File: config.mk
export PLATFORM = sky130hd
export DESIGN_NAME = pen_stroke_point_filter
export DESIGN_NICKNAME = d
export VERILOG_FILES = /design/src/design/pspf_pkg.sv /design/src/design/pen_stroke_point_filter.sv /design/src/design/pspf_ctrl.sv /design/src/design/pspf_dp.sv
export SDC_FILE = /design/constraint.sdc
export NUM_CORES = 2
export LEC_CHECK = 0
export BUFFER_PORTS_ARGS = -buffer_cell sky130_fd_sc_hd__clkbuf_2
export CORE_ASPECT_RATIO = 0.6
export CORE_MARGIN = 5
export CORE_UTILIZATION = 55
export CTS_CLUSTER_SIZE = 12
export DETAILED_ROUTE_END_ITERATION = 16
export GPL_TIMING_DRIVEN = 0
export PLACE_DENSITY = 0.74
export SLEW_MARGIN = 25
export SYNTH_ARGS = -nofsm -noshare
export SYNTH_HDL_FRONTEND = slang
export SYNTH_SLANG_ARGS = --single-unit
File: constraint.sdc
create_clock -name clock -period 13.85 [get_ports clock]
set_input_delay 2.0775 -clock clock [delete_from_list [all_inputs] [get_ports clock]]
set_output_delay 2.0775 -clock clock [all_outputs]
set_load 0.005 [all_outputs]
File: src/design/pspf_pkg.sv
// Package for the pen stroke point filter: field widths, parameter defaults,
// register indexes and the command/status words between controller and datapath.
// No dependencies.
package pspf_pkg;

   localparam int FRAC_BITS_DEF  = 4;
   localparam int MAX_CANVAS_DEF = 8192;

   localparam int POS_W      = 19;
   localparam int PT_W       = 18;
   localparam int CANVAS_W   = 14;
   localparam int FOLLOW_W   = 9;
   localparam int SPACING_W  = 16;
   localparam int CSR_IDX_W  = 3;
   localparam int CSR_DATA_W = 16;

   localparam logic [CSR_IDX_W-1:0] CSR_CANVAS_WIDTH  = 3'd0;
   localparam logic [CSR_IDX_W-1:0] CSR_CANVAS_HEIGHT = 3'd1;
   localparam logic [CSR_IDX_W-1:0] CSR_FOLLOW_Q8     = 3'd2;
   localparam logic [CSR_IDX_W-1:0] CSR_MIN_SPACING   = 3'd3;

   localparam logic [CANVAS_W-1:0]  CANVAS_WIDTH_RST  = 14'd1920;
   localparam logic [CANVAS_W-1:0]  CANVAS_HEIGHT_RST = 14'd1080;
   localparam logic [FOLLOW_W-1:0]  FOLLOW_RST        = 9'd256;
   localparam logic [FOLLOW_W-1:0]  FOLLOW_MAX        = 9'd256;
   localparam logic [SPACING_W-1:0] SPACING_RST       = 16'd8;

   typedef struct packed {
      logic load_in;   // capture and clamp a new input word
      logic calc;      // run the follow step
      logic load_out;  // emit the point and make it the last point
   } pspf_cmd_type;

   typedef struct packed {
      logic emit_ok;   // current sample produces a point
   } pspf_status_type;

endpackage

File: src/design/pen_stroke_point_filter.sv
// Top level of the pen stroke point filter: joins controller and datapath.
// Depends on pspf_pkg, pspf_ctrl and pspf_dp.
//
//   channel   direction  handshake              word
//   req_      in         req_valid / req_stall  pos_x, pos_y, stroke_begin
//   rsp_      out        rsp_valid / rsp_stall  point_x, point_y, first_of_stroke
//   csr_      in         csr_valid / csr_ready  csr_index, csr_data
//
// A sample passes the follow multiply in state LERP, then the squared distance
// test in state DIST; the next sample is taken in the test state, so a new word
// can be accepted before the last one is done. A point that finds the output
// register full holds the test state until rsp_stall drops. Reset loads the
// register defaults and forgets the last point. csr_ready is always high.
module pen_stroke_point_filter
   import pspf_pkg::*;
#(
   parameter int FRAC_BITS  = FRAC_BITS_DEF,
   parameter int MAX_CANVAS = MAX_CANVAS_DEF
) (
   input  logic                  clock,
   input  logic                  reset,
   input  logic                  req_valid,
   output logic                  req_stall,
   input  logic [POS_W-1:0]      req_pos_x,
   input  logic [POS_W-1:0]      req_pos_y,
   input  logic                  req_stroke_begin,
   output logic                  rsp_valid,
   input  logic                  rsp_stall,
   output logic [PT_W-1:0]       rsp_point_x,
   output logic [PT_W-1:0]       rsp_point_y,
   output logic                  rsp_first_of_stroke,
   input  logic                  csr_valid,
   output logic                  csr_ready,
   input  logic [CSR_IDX_W-1:0]  csr_index,
   input  logic [CSR_DATA_W-1:0] csr_data
);

   pspf_cmd_type    cmd;
   pspf_status_type status;

   assign csr_ready = 1'b1;

   pspf_ctrl u_ctrl (
      .clock     (clock),
      .reset     (reset),
      .req_valid (req_valid),
      .req_stall (req_stall),
      .rsp_valid (rsp_valid),
      .rsp_stall (rsp_stall),
      .status    (status),
      .cmd       (cmd)
   );

   pspf_dp #(
      .FRAC_BITS  (FRAC_BITS),
      .MAX_CANVAS (MAX_CANVAS)
   ) u_dp (
      .clock               (clock),
      .reset               (reset),
      .csr_valid           (csr_valid),
      .csr_index           (csr_index),
      .csr_data            (csr_data),
      .req_pos_x           (req_pos_x),
      .req_pos_y           (req_pos_y),
      .req_stroke_begin    (req_stroke_begin),
      .rsp_point_x         (rsp_point_x),
      .rsp_point_y         (rsp_point_y),
      .rsp_first_of_stroke (rsp_first_of_stroke),
      .cmd                 (cmd),
      .status              (status)
   );

endmodule

File: src/design/pspf_ctrl.sv
// Controller of the pen stroke point filter: sequences accept, follow step and
// spacing test, and owns the result valid flag. Depends on pspf_pkg.
module pspf_ctrl
   import pspf_pkg::*;
(
   input  logic            clock,
   input  logic            reset,
   input  logic            req_valid,
   output logic            req_stall,
   output logic            rsp_valid,
   input  logic            rsp_stall,
   input  pspf_status_type status,
   output pspf_cmd_type    cmd
);

   typedef enum logic [1:0] {IDLE, LERP, DIST} state_type;

   state_type state_ff, state_in;
   logic      rsp_valid_ff, rsp_valid_in;
   logic      out_free, done, accept;

   assign out_free  = !rsp_valid_ff || !rsp_stall;
   assign done      = (state_ff == DIST) && (!status.emit_ok || out_free);
   assign req_stall = !((state_ff == IDLE) || done);
   assign accept    = req_valid && !req_stall;

   assign cmd.load_in  = accept;
   assign cmd.calc     = (state_ff == LERP);
   assign cmd.load_out = (state_ff == DIST) && status.emit_ok && out_free;

   assign rsp_valid = rsp_valid_ff;

   always_comb begin
      state_in = state_ff;
      unique case (state_ff)
         IDLE: if (accept) state_in = LERP;
         LERP: state_in = DIST;
         DIST: begin
            // hold while the point waits for the output register
            if (done) state_in = accept ? LERP : IDLE;
         end
         default: state_in = IDLE;
      endcase
   end

   always_comb begin
      rsp_valid_in = rsp_valid_ff;
      if (cmd.load_out) rsp_valid_in = 1'b1;
      else if (!rsp_stall) rsp_valid_in = 1'b0;
   end

   always_ff @(posedge clock) begin
      if (reset) begin
         state_ff     <= IDLE;
         rsp_valid_ff <= 1'b0;
      end else begin
         state_ff     <= state_in;
         rsp_valid_ff <= rsp_valid_in;
      end
   end

endmodule

File: src/design/pspf_dp.sv
// Datapath of the pen stroke point filter: registers, clamp, follow step,
// squared distance test, last point and output word. Depends on pspf_pkg.
module pspf_dp
   import pspf_pkg::*;
#(
   parameter int FRAC_BITS  = FRAC_BITS_DEF,
   parameter int MAX_CANVAS = MAX_CANVAS_DEF
) (
   input  logic                  clock,
   input  logic                  reset,
   input  logic                  csr_valid,
   input  logic [CSR_IDX_W-1:0]  csr_index,
   input  logic [CSR_DATA_W-1:0] csr_data,
   input  logic [POS_W-1:0]      req_pos_x,
   input  logic [POS_W-1:0]      req_pos_y,
   input  logic                  req_stroke_begin,
   output logic [PT_W-1:0]       rsp_point_x,
   output logic [PT_W-1:0]       rsp_point_y,
   output logic                  rsp_first_of_stroke,
   input  pspf_cmd_type          cmd,
   output pspf_status_type       status
);

   localparam int HI_W   = CANVAS_W + FRAC_BITS;
   localparam int CMP_W  = (HI_W > PT_W ? HI_W : PT_W) + 1;
   localparam int MAX_W  = 18;
   localparam int HALF   = (1 << FRAC_BITS) >> 1;
   localparam int PROD_W = POS_W + FOLLOW_W + 1;
   localparam int SQ_W   = 2 * POS_W;

   // configuration registers
   logic [CANVAS_W-1:0]  width_ff, height_ff;
   logic [FOLLOW_W-1:0]  follow_ff;
   logic [SPACING_W-1:0] spacing_ff;

   logic [PT_W-1:0]        px_ff, py_ff, last_x_ff, last_y_ff, fx_ff, fy_ff;
   logic [PT_W-1:0]        px_in, py_in, fx_in, fy_in;
   logic                   begin_ff, have_point_ff;
   logic signed [POS_W-1:0] step_x_ff, step_y_ff, step_x_in, step_y_in;
   logic [2*SPACING_W-1:0] min2_ff, min2_in;
   logic [PT_W-1:0]        out_x_ff, out_y_ff;
   logic                   out_first_ff;

   function automatic logic [PT_W-1:0] clamp_axis(input logic [POS_W-1:0] v,
                                                  input logic [CANVAS_W-1:0] size);
      logic [CANVAS_W-1:0] s;
      logic [HI_W-1:0]     hi;
      logic [PT_W-1:0]     res;
      s = size;
      if (size == '0) s = CANVAS_W'(1);
      else if (MAX_W'(size) > MAX_W'(MAX_CANVAS)) s = CANVAS_W'(MAX_CANVAS);
      hi = HI_W'(s) << FRAC_BITS;
      if (v[POS_W-1]) res = '0;
      else if (CMP_W'(v[PT_W-1:0]) > CMP_W'(hi)) res = PT_W'(hi);
      else res = v[PT_W-1:0];
      return res;
   endfunction

   function automatic logic signed [POS_W-1:0] follow_step(input logic [PT_W-1:0] p,
                                                           input logic [PT_W-1:0] last,
                                                           input logic [FOLLOW_W-1:0] f);
      logic signed [POS_W-1:0]  d;
      logic signed [PROD_W-1:0] t;
      d = $signed({1'b0, p}) - $signed({1'b0, last});
      t = PROD_W'(d) * PROD_W'($signed({1'b0, f})) + PROD_W'(128);
      return t[POS_W+7:8];   // floor of t / 256
   endfunction

   // configuration writes
   always_ff @(posedge clock) begin
      if (reset) begin
         width_ff   <= CANVAS_WIDTH_RST;
         height_ff  <= CANVAS_HEIGHT_RST;
         follow_ff  <= FOLLOW_RST;
         spacing_ff <= SPACING_RST;
      end else if (csr_valid) begin
         unique case (csr_index)
            CSR_CANVAS_WIDTH:  width_ff   <= csr_data[CANVAS_W-1:0];
            CSR_CANVAS_HEIGHT: height_ff  <= csr_data[CANVAS_W-1:0];
            CSR_FOLLOW_Q8:     follow_ff  <= csr_data[FOLLOW_W-1:0];
            CSR_MIN_SPACING:   spacing_ff <= csr_data[SPACING_W-1:0];
            default: ;
         endcase
      end
   end

   assign px_in = clamp_axis(req_pos_x, width_ff);
   assign py_in = clamp_axis(req_pos_y, height_ff);

   // follow step and squared spacing
   always_comb begin
      logic [FOLLOW_W-1:0]  f;
      logic [SPACING_W-1:0] s;
      f = (follow_ff > FOLLOW_MAX) ? FOLLOW_MAX : follow_ff;
      s = (spacing_ff < SPACING_W'(HALF)) ? SPACING_W'(HALF) : spacing_ff;
      step_x_in = follow_step(px_ff, last_x_ff, f);
      step_y_in = follow_step(py_ff, last_y_ff, f);
      fx_in = begin_ff ? px_ff
                       : PT_W'($signed({1'b0, last_x_ff}) + step_x_in);
      fy_in = begin_ff ? py_ff
                       : PT_W'($signed({1'b0, last_y_ff}) + step_y_in);
      min2_in = (2*SPACING_W)'(s) * (2*SPACING_W)'(s);
   end

   // spacing test
   always_comb begin
      logic signed [SQ_W-1:0] sq_x, sq_y;
      logic [SQ_W:0]          dist2;
      sq_x  = SQ_W'(step_x_ff) * SQ_W'(step_x_ff);
      sq_y  = SQ_W'(step_y_ff) * SQ_W'(step_y_ff);
      dist2 = (SQ_W+1)'($unsigned(sq_x)) + (SQ_W+1)'($unsigned(sq_y));
      status.emit_ok = begin_ff
                    || (have_point_ff && (dist2 >= (SQ_W+1)'(min2_ff)));
   end

   always_ff @(posedge clock) begin
      if (cmd.load_in) begin
         px_ff    <= px_in;
         py_ff    <= py_in;
         begin_ff <= req_stroke_begin;
      end
      if (cmd.calc) begin
         step_x_ff <= step_x_in;
         step_y_ff <= step_y_in;
         fx_ff     <= fx_in;
         fy_ff     <= fy_in;
         min2_ff   <= min2_in;
      end
      if (cmd.load_out) begin
         last_x_ff    <= fx_ff;
         last_y_ff    <= fy_ff;
         out_x_ff     <= fx_ff;
         out_y_ff     <= fy_ff;
         out_first_ff <= begin_ff;
      end
   end

   always_ff @(posedge clock) begin
      if (reset) begin
         have_point_ff <= 1'b0;
      end else if (cmd.load_out) begin
         have_point_ff <= 1'b1;
      end
   end

   assign rsp_point_x         = out_x_ff;
   assign rsp_point_y         = out_y_ff;
   assign rsp_first_of_stroke = out_first_ff;

endmodule
==> results.ini <==
[global_route]
grt_pass1_wl_mm = 262
grt_max_degree = 27
grt_usage = 0.309
antenna_found_initial = 11
grt_pass1_vias = 44700
overflow = 0

[clock_network]
cts_max_level = 1
cts_tree = done
clkLatencyLatePin_ns = 0.61
cts-root-buf = clkbuf_16
clock_sinks = 236
cts_buffer_depth = 3
clk_pin_slew_ns = 0.06
cts_buffers = 27

[critical_path]
worstPathMaxFanout = 10
crit_type = register to output pin
end_kind = output pin
required_ns = 11.77
start_kind = register
slowest_stage = fa_1
cp_common_cell = fa_1
cpPeakStageDelay_ns = 0.70
arrival_ns = 11.52
ff2ff_path_depth = 40

[logic_synthesis]
syn-num-nets = 7977
ys_warn_count = 0
yosysMostFrequentCell = inv_1
synth-async-reset-ratio = 0
synth_cell_types = 90
synth_cells = 6149
avgSynthCellArea_um2 = 9.32
yosysTopAreaCell = fa_1
synthTopCellsByArea = fa_1, ha_1, edfxtp_1
synthFlopType = edfxtp_1
ys_seq_area_frac = 0.114
synth.top_cell.area_share = 0.388
syn_area_um2 = 57300
synth_edf_count = 179
synthTopCellsByCount = inv_1, fa_1, nand2_1
ys_seq_elements = 236

[routing]
drtAntennaViolNets = 0
dr_wl_met3_mm = 24.0
route.met2.wl_mm = 65.0
wl_met1_mm = 74.3
wl_mm = 168
vias_per_cell = 5.61
num_vias = 43500
first_iter_violations = 4498
top_layer_used = met5
drc = 0
wl_per_cell_um = 21.7
drt_pass1_iterations = 6

[floorplanning]
rows = 91
core-area_um2 = 103000
initial_core_util = 0.556
die_width_um = 427
die_h_um = 260
die-area_um2 = 111000
ios = 103

[sta]
finalSetupViolCount = 0
finalClockSkew_ns = 0.0408
final.setup.worst_slack_ns = 0.251
max_slew_margin = 0.228
slew_violations = 0
finalCritPeriodShare = 0.982
fmax_ghz = 0.0735
finalCriticalPeriod_ns = 13.60
worstMarginPinSlew_ns = 1.15
finalHoldViolCount = 0

[min_path]
hp-class = register to register
holdPathStages = 0

[placed_design]
globalplace.congestion = 1.04
port_buffers = 101
post-dp-hpwl_mm = 144
pre_cts_ws_ns = -0.870

[run]
max_cap_viol_count = 0

[outcome]
status = finished, final reports clean

[finish]
utilization = 0.594
layout-drive-gt1-share = 0.0539
nets = 8147
syn_to_final_growth_pct = 6.73

## per-layer routing
layer / vias up / track usage
li1: 19400 / -
met1: 21600 / 0.471
met2: 2212 / 0.414
met3: 223 / 0.117
met4: 6 / 0.0704
met5: - / 0
## worst paths after layout
path	from	slack [ns]	end
hold / removal	u_dp.fy_ff[4]$_DFFE_PN_	0.42	u_dp.rsp_point_y[4]$_DFFE_PP_
hold reg to reg	u_dp.fy_ff[4]$_DFFE_PN_	0.42	u_dp.rsp_point_y[4]$_DFFE_PP_
setup reg to reg	u_dp.step_x_ff[14]$_DFFE_PN_	1.89	u_dp.px_ff[12]$_SDFFCE_PP0P_
setup / recovery	u_dp.step_x_ff[14]$_DFFE_PN_	0.25	req_stall
## layout make-up
type / count / area [µm²]
Antenna cell: 6 / 15.0
Buffer: 158 / 699
Clock buffer: 41 / 798
Clock inverter: 9 / 87.6
Fill cell: 8912 / 41900
Inverter: 1392 / 5230
Multi-Input combinational cell: 4351 / 45100
Sequential cell: 236 / 6520
Tap cell: 1395 / 1750
Timing Repair Buffer: 153 / 1020
## layout by cell type, fill, tap and decap left out, types with 30 or more instances in the layout
cell type / instances
o21bai_1: 30
nand3_1: 50
ha_1: 649
clkbuf_1: 115
inv_1: 1389
xor2_1: 84
nand2b_1: 50
a21oi_1: 229
nor2_1: 322
and3_1: 35
nand2_1: 700
or2_2: 36
o21ai_0: 119
nor2b_1: 67
fa_1: 1112
a21o_1: 103
dfxtp_1: 57
clkbuf_2: 135
nand4_1: 30
and2_1: 189
xnor2_1: 193
o21a_1: 53
nor3_1: 42
buf_4: 48
edfxtp_1: 179
## worst max-delay path, delay by kind of cell, from the launching register on
kind	cells	cell delay (ns)
compound gates	15	3.16
xor+xnor	2	0.44
fa+ha+maj	10	4.91
buf+inv	6	1.35
flops	1	0.41
simple gates	4	0.67
## cells by family (layout without fill, tap and decap cells)
family | count (synthesis) | in the layout | share of synthesized area
adders and majority gates | 1765 | 1765 | 0.531
xor gates and xnor gates | 280 | 280 | 0.0429
buffers and inverters | 1562 | 1753 | 0.102
and+or+nand+nor | 1590 | 1590 | 0.128
muxes | 12 | 12 | 0.00223
AOI/OAI and AO/OA | 702 | 702 | 0.0796
other | 2 | 8 | 0.000131
DFF | 236 | 236 | 0.114
## state kept, by name (all words and copies together) (netlist names)
signal,flops
u_dp.step_y_ff,19
u_dp.spacing_ff,16
u_ctrl.rsp_valid,1
u_dp.step_x_ff,19
u_dp.rsp_first_of_stroke,1
u_dp.fx_ff,18
u_ctrl.state_ff,2
u_dp.fy_ff,18
u_dp.follow_ff,9
u_dp.begin_ff,1
u_dp.rsp_point_y,18
u_dp.px_ff,18
u_dp.min2_ff,31
u_dp.py_ff,18
u_dp.have_point_ff,1
u_dp.last_x_ff,18
u_dp.height_ff,14
u_dp.width_ff,14
## stage by stage
step	setup TNS (ns)	hold slack [ns]	cell area (µm²)	std cells
final	0	0.416	61200	7741
after global routing	-0.00253	0.427	61200	7737
after CTS	0	0.419	61000	7726
after detailed placement	-0.870	0.405	59800	7657
after global placement	-188.29	0.400	59600	7645
after floorplan	0	0.400	57300	6149
## repair_timing
action                                  CTS  global route
gates resized for setup                  48            52
pin swaps                                 3             3
hold endpoints to repair                  0             0
setup buffers                            27            13
endpoints found under the setup margin    1             1
hold buffers                              0             0
Power is left out: the tool's default activity adds up to more than one toggle a clock period on the data nets, which glitch-free logic cannot reach.
